$ cat src/cbps_pkg.sv
// shared constants, types and helpers of the bezier polyline smoother
`default_nettype none
package cbps_pkg;

    localparam int MAX_SUB     = 64;
    localparam int NCOMP       = 8;
    localparam int CW          = 24;
    localparam int PW          = CW + 1;
    localparam int CFG_W       = 7;
    localparam int N_W         = $clog2(MAX_SUB + 1);
    localparam int K_W         = $clog2(MAX_SUB);
    localparam int N2_W        = $clog2(MAX_SUB * MAX_SUB + 1);
    localparam int N3_W        = $clog2(MAX_SUB * MAX_SUB * MAX_SUB + 1);
    localparam int D_W         = N3_W + 1;
    localparam int NUM_W       = N3_W + PW;
    localparam int NTERM       = 4;
    localparam int DIV_BITS    = 2;
    localparam int DIV_STEPS   = CW / DIV_BITS;
    localparam int DC_W        = $clog2(DIV_STEPS);

    localparam int COMP_X = 0;
    localparam int COMP_Y = 1;
    localparam int COMP_Z = 2;
    localparam int COMP_R = 3;
    localparam int COMP_G = 4;
    localparam int COMP_B = 5;
    localparam int COMP_U = 6;
    localparam int COMP_V = 7;

    localparam logic [CFG_W-1:0] SUBDIV_RESET = CFG_W'(16);

    typedef logic [NCOMP-1:0][CW-1:0] t_vec;

    typedef enum logic [3:0] {
        ST_IDLE,
        ST_CHECK,
        ST_CUBE,
        ST_WGT1,
        ST_WGT2,
        ST_PROD,
        ST_SUM,
        ST_DIV,
        ST_EMIT,
        ST_FLAT
    } t_state;

    typedef struct packed {
        logic start_in;
        logic load_in;
        logic seg_init;
        logic seg_cube;
        logic wgt1;
        logic wgt2;
        logic prod;
        logic sum;
        logic div_step;
        logic emit_curve;
        logic emit_flat;
        logic k_next;
        logic commit;
    } t_cmd;

    typedef struct packed {
        logic have_prev;
        logic z_equal;
        logic div_last;
        logic k_last;
        logic out_free;
    } t_status;

    // subdivision count forced into 1..MAX_SUB
    function automatic logic [N_W-1:0] clamp_sub(input logic [CFG_W-1:0] v);
        logic [N_W-1:0] res;
        if (v == '0) begin
            res = N_W'(1);
        end else if (32'(v) > MAX_SUB) begin
            res = N_W'(MAX_SUB);
        end else begin
            res = N_W'(v);
        end
        return res;
    endfunction

endpackage
`default_nettype wire

$ cat src/cbps_ctrl.sv
// sequencing state machine of the bezier polyline smoother
`default_nettype none
module cbps_ctrl (
    input  logic              i_clk,
    input  logic              i_rst_n,
    input  logic              i_in_valid,
    input  logic              i_in_start,
    output logic              o_in_ready,
    input  cbps_pkg::t_status i_status,
    output cbps_pkg::t_cmd    o_cmd
);
    import cbps_pkg::*;

    t_state r_state;
    t_state n_state;

    always_ff @(posedge i_clk) begin
        if (!i_rst_n) begin
            r_state <= ST_IDLE;
        end else begin
            r_state <= n_state;
        end
    end

    always_comb begin
        n_state    = r_state;
        o_cmd      = '0;
        o_in_ready = 1'b0;
        unique case (r_state)
            ST_IDLE: begin
                o_in_ready = 1'b1;
                if (i_in_valid) begin
                    if (i_in_start || !i_status.have_prev) begin
                        o_cmd.start_in = 1'b1;
                    end else begin
                        o_cmd.load_in = 1'b1;
                        n_state       = ST_CHECK;
                    end
                end
            end
            ST_CHECK: begin
                o_cmd.seg_init = 1'b1;
                n_state        = i_status.z_equal ? ST_FLAT : ST_CUBE;
            end
            ST_CUBE: begin
                o_cmd.seg_cube = 1'b1;
                n_state        = ST_WGT1;
            end
            ST_WGT1: begin
                o_cmd.wgt1 = 1'b1;
                n_state    = ST_WGT2;
            end
            ST_WGT2: begin
                o_cmd.wgt2 = 1'b1;
                n_state    = ST_PROD;
            end
            ST_PROD: begin
                o_cmd.prod = 1'b1;
                n_state    = ST_SUM;
            end
            ST_SUM: begin
                o_cmd.sum = 1'b1;
                n_state   = ST_DIV;
            end
            ST_DIV: begin
                o_cmd.div_step = 1'b1;
                if (i_status.div_last) begin
                    n_state = ST_EMIT;
                end
            end
            ST_EMIT: begin
                if (i_status.out_free) begin
                    o_cmd.emit_curve = 1'b1;
                    if (i_status.k_last) begin
                        o_cmd.commit = 1'b1;
                        n_state      = ST_IDLE;
                    end else begin
                        o_cmd.k_next = 1'b1;
                        n_state      = ST_WGT1;
                    end
                end
            end
            ST_FLAT: begin
                if (i_status.out_free) begin
                    o_cmd.emit_flat = 1'b1;
                    o_cmd.commit    = 1'b1;
                    n_state         = ST_IDLE;
                end
            end
            default: begin
                n_state = ST_IDLE;
            end
        endcase
    end

endmodule
`default_nettype wire

$ cat config.mk
export PLATFORM = sky130hd
export DESIGN_NAME = cbps_ctrl
export DESIGN_NICKNAME = d
export VERILOG_FILES = /design/src/cbps_pkg.sv /design/src/cbps_ctrl.sv
export SDC_FILE = /design/constraint.sdc
export NUM_CORES = 1
export LEC_CHECK = 0
export BUFFER_PORTS_ARGS = -buffer_cell sky130_fd_sc_hd__buf_2
export CORE_AREA = 2 2 39 41
export CTS_CLUSTER_DIAMETER = 30
export DETAILED_ROUTE_END_ITERATION = 10
export DIE_AREA = 0 0 41 43
export MAX_ROUTING_LAYER = met4
export PLACE_DENSITY = 0.65
export SYNTH_ARGS = -nofsm -noshare
export SYNTH_HDL_FRONTEND = slang
export SYNTH_SLANG_ARGS = --single-unit
$ cat constraint.sdc
create_clock -name i_clk -period 2.2 [get_ports i_clk]
set_clock_uncertainty 0.15 [all_clocks]
set_input_delay 0 -clock i_clk [delete_from_list [all_inputs] [get_ports i_clk]]
set_output_delay 0 -clock i_clk [all_outputs]
set_load 0.01 [all_outputs]
Yosys cells after proc, flatten, opt, wreduce, memory -nomap -nowiden
Index checks and enable logic that the tools add are counted.
Widths: inputs -> output; s select.
Word-level totals
  input port bits: 9
  bits in registers: 4
  output and inout bits: 14
Operators by class
  reductions and logical operators: 4
  multiplexer cells: 28
  equality and inequality tests: 14
Operator list (number)
  $pmux 4 s10: 1
  $mux 4: 6
  $eq 4x3->1 const B: 4
  $mux 1: 16
  $ne 2x2->1 const B: 5
  $eq 4x2->1 const B: 2
  $eq 4x4->1 const B: 2
  $mux 2: 4
  $reduce_and 5->1: 1
  $eq 4x1->1 const B: 1
  $logic_not 4->1: 1
  $pmux 1 s2: 1
  $logic_not 1->1: 1
  $logic_or 1x1->1: 1

Longest topological paths before layout
  word-level depth: 5
  gate-level depth with buffers: 5

Least setup slack after synthesis
No wires, ideal clock.
  kind: reg-to-output
  start: register r_state[1]
  end: output port o_cmd[11] (netlist bit)
  buffers on the path: 0
  required time: 2.050 ns
  stages on the path, launching flop included: 4
  arrival time: 1.210 ns
  slack: 0.840 ns
  cells stage by stage: dfxtp_1 nor4_2 nand2_1 nor3b_1
RTL lines
  start, declared: RTL line cbps_ctrl.sv:14  | t_state r_state;
  start signal, assigned: RTL line cbps_ctrl.sv:21  | r_state <= n_state;
  end, declared: RTL line cbps_ctrl.sv:10  | output cbps_pkg::t_cmd o_cmd

Worst setup path in the final report
  start: register r_state[3]
  end: register r_state[3]
Between the ends
  word-level cells in the longest chain between the ends: 3
RTL lines
  $eq 4x3->1, or another cell as far along: RTL line cbps_ctrl.sv:29  | unique case (r_state)
  $ne 2x2->1 (no source line)
  $reduce_and 5->1 (no source line)
Parallel ways exist; a longest one is shown, timed or not.
A chain may end at the register's enable or synchronous reset.

==> qor.txt <==
vias post-DR - 489
Slew headroom - 64.3%
post-route ant nets - 0
Gate Count Post-Synth - 57
CTS tree - built
fin crit share - 93.1%
Residual DRC - 0
Horiz. Die Dim - 41 um
final setup TNS - 0 ns
Slew @ Worst Pin - 0.535 ns
ys flop type - dfxtp_1
net count after synthesis - 66
HP Class - input port to flip-flop
most flop-heavy register - r_state
CP startpoint kind - flip-flop
layout cells sized above 1 - 36.3%
Setup-failing EPs final - 0
fmax - 488 MHz
fin cells - 96
number of library cell types mapped by synthesis - 28
n_diodes - 0
first-pass GRT wire length - 1610 um
Final nets - 91
clock root buffer master - clkbuf_4
Post-CTS Repair Setup Buffers - 0
Clock Path Buffers - 2
total gr overflow - 0
wire length per cell - 11.2 um
Die Y - 43 um
DR vias/cell - 5.09
clk_lat worst skew - 0.23 ns
TritonCTS buffer count - 3
overall global routing resource usage - 13.7%
critical path class - flip-flop to flip-flop
vias in the first global route - 407
IO Count - 23
CP Max Fanout - 14
clock sink total - 4
Mean Syn Cell Area - 7.16 sq um
Max VDD drop - 246 uV
Row Count - 14
r2r setup slk - 0.15 ns
maxcap violations - 0
RePlAce Congestion - 0.792
fraction of registers with async set/reset - 0%
Leak - 0.000276 uW
Area growth, synth to finish - 38.0%
Pins Over Slew Limit - 0
die area - 0.00176 sq mm
WP data arrival - 2.01 ns
Starting Density - 29.5%
worst hold path depth - 5
Seq cells post-synth - 4
quantity of I/O buffers inserted on ports - 22
largest net degree at the start of global routing - 18
WL final - 1070 um
H-tree levels - 1
biggest regs - r_state: 4 flops
final core utilization - 40.7%
Crit. End Element - flip-flop
# placed instances - 90
reg2reg path depth - 5
Tmin final - 2.05 ns
DRT iter0 DRCs - 10
# resized after CTS - 0
drt first pass iters - 4
DP HPWL - 799 um
antenna violations before repair - 0
pwr dens - 455 mW/mm^2
outcome - finished clean
Req. time, crit path - 2.17 ns
yosys warns - 0
Core ar. - 0.00138 sq mm
max reg flops - 4
RSZ-0062 raised after global routing - no
Hold Buf Count CTS - 3
Hold Fails Final Rpt - 0
sequential area share after synthesis - 19.6%
synthesized cell area - 408 sq um
Post-synth EDFFs - 0
clock-pin slew on the worst setup and hold paths - 0.04 ns
layout by cell type (no fill, tap or decap), drive strengths merged:
cell type and instances:
a21o 1, a21oi 3, a22oi 1, buf 22
clkbuf 3, dfxtp 4, dlygate4sd3 3, inv 3
nand2 3, nand2b 3, nand3 2, nand3b 4
nand4 1, nor2 6, nor2b 1, nor3 5
nor3b 1, nor4 3, nor4bb 1, o211a 1
o21ai 3, o22ai 1, o311ai 1, o31ai 3
or4b 1
kinds of logic after synthesis:
family | share of synthesized area (%)
buf+inv | 9.51
compound gates | 23.9
flops | 19.6
simple gates | 46.9
worst paths after layout:
check | endpoint | startpoint
min | r_state[1] | i_in_valid
min reg2reg | r_state[2] | r_state[1]
max | r_state[3] | r_state[3]
max reg2reg | r_state[3] | r_state[3]
cell type report:
cell class              instances  area [sq um]
clock buffers                   3          22.5
fillers                       159           821
inverters                       3          11.3
multi-input cells              45           289
flip-flops and latches          4          80.1
well taps                      16          20.0
repair buffers                 25           140
metal layers:
metal  wire [um]  global-route usage [%]  part of all wire [%]
met4          17                    5.33                   1.6
met1         479                    15.4                    45
met3         101                    7.85                   9.4
met5           0                       -                     0
met2         472                    19.4                    44
metrics by stage:
step	total power, uW	area, sq um	hold slack, ns	worst slack [ns]
floorplan	139	408	-0.0997	0.840
global placement	163	510	0.109	0.642
detailed placement	163	510	0.117	0.593
CTS	262	563	0.0646	0.166
global route	278	563	0.103	0.0202
finish	256	563	0.0683	0.153
where the power goes:
group          internal, uW  switching, uW  leakage, uW
Combinational          36.3           35.9     0.000229
Clock                  61.0           29.1    0.0000138
Sequential             77.3           16.8    0.0000325
cells in the mapped netlist, types with 2 or more instances:
cell,instances,area share (%)
a21oi_1,3,3.7
buf_2,4,4.9
dfxtp_1,4,20
inv_1,3,2.8
nand2_1,3,2.8
nand2b_1,3,4.6
nand3_1,2,2.5
nand3b_1,4,7.4
nor2_1,6,5.5
nor3_1,4,4.9
nor4_1,2,3.1
o21ai_0,2,2.5
o31ai_1,2,3.7
worst max-delay path, cell delays in order (launching register included):
cell and delay (ns):
dfxtp_1 0.56, nand2b_1 0.30, nor2_1 0.12, a22oi_1 0.19, nor2b_1 0.06, dlygate4sd3_1 0.55
No activity file was read; power rests on OpenSTA's default activity.
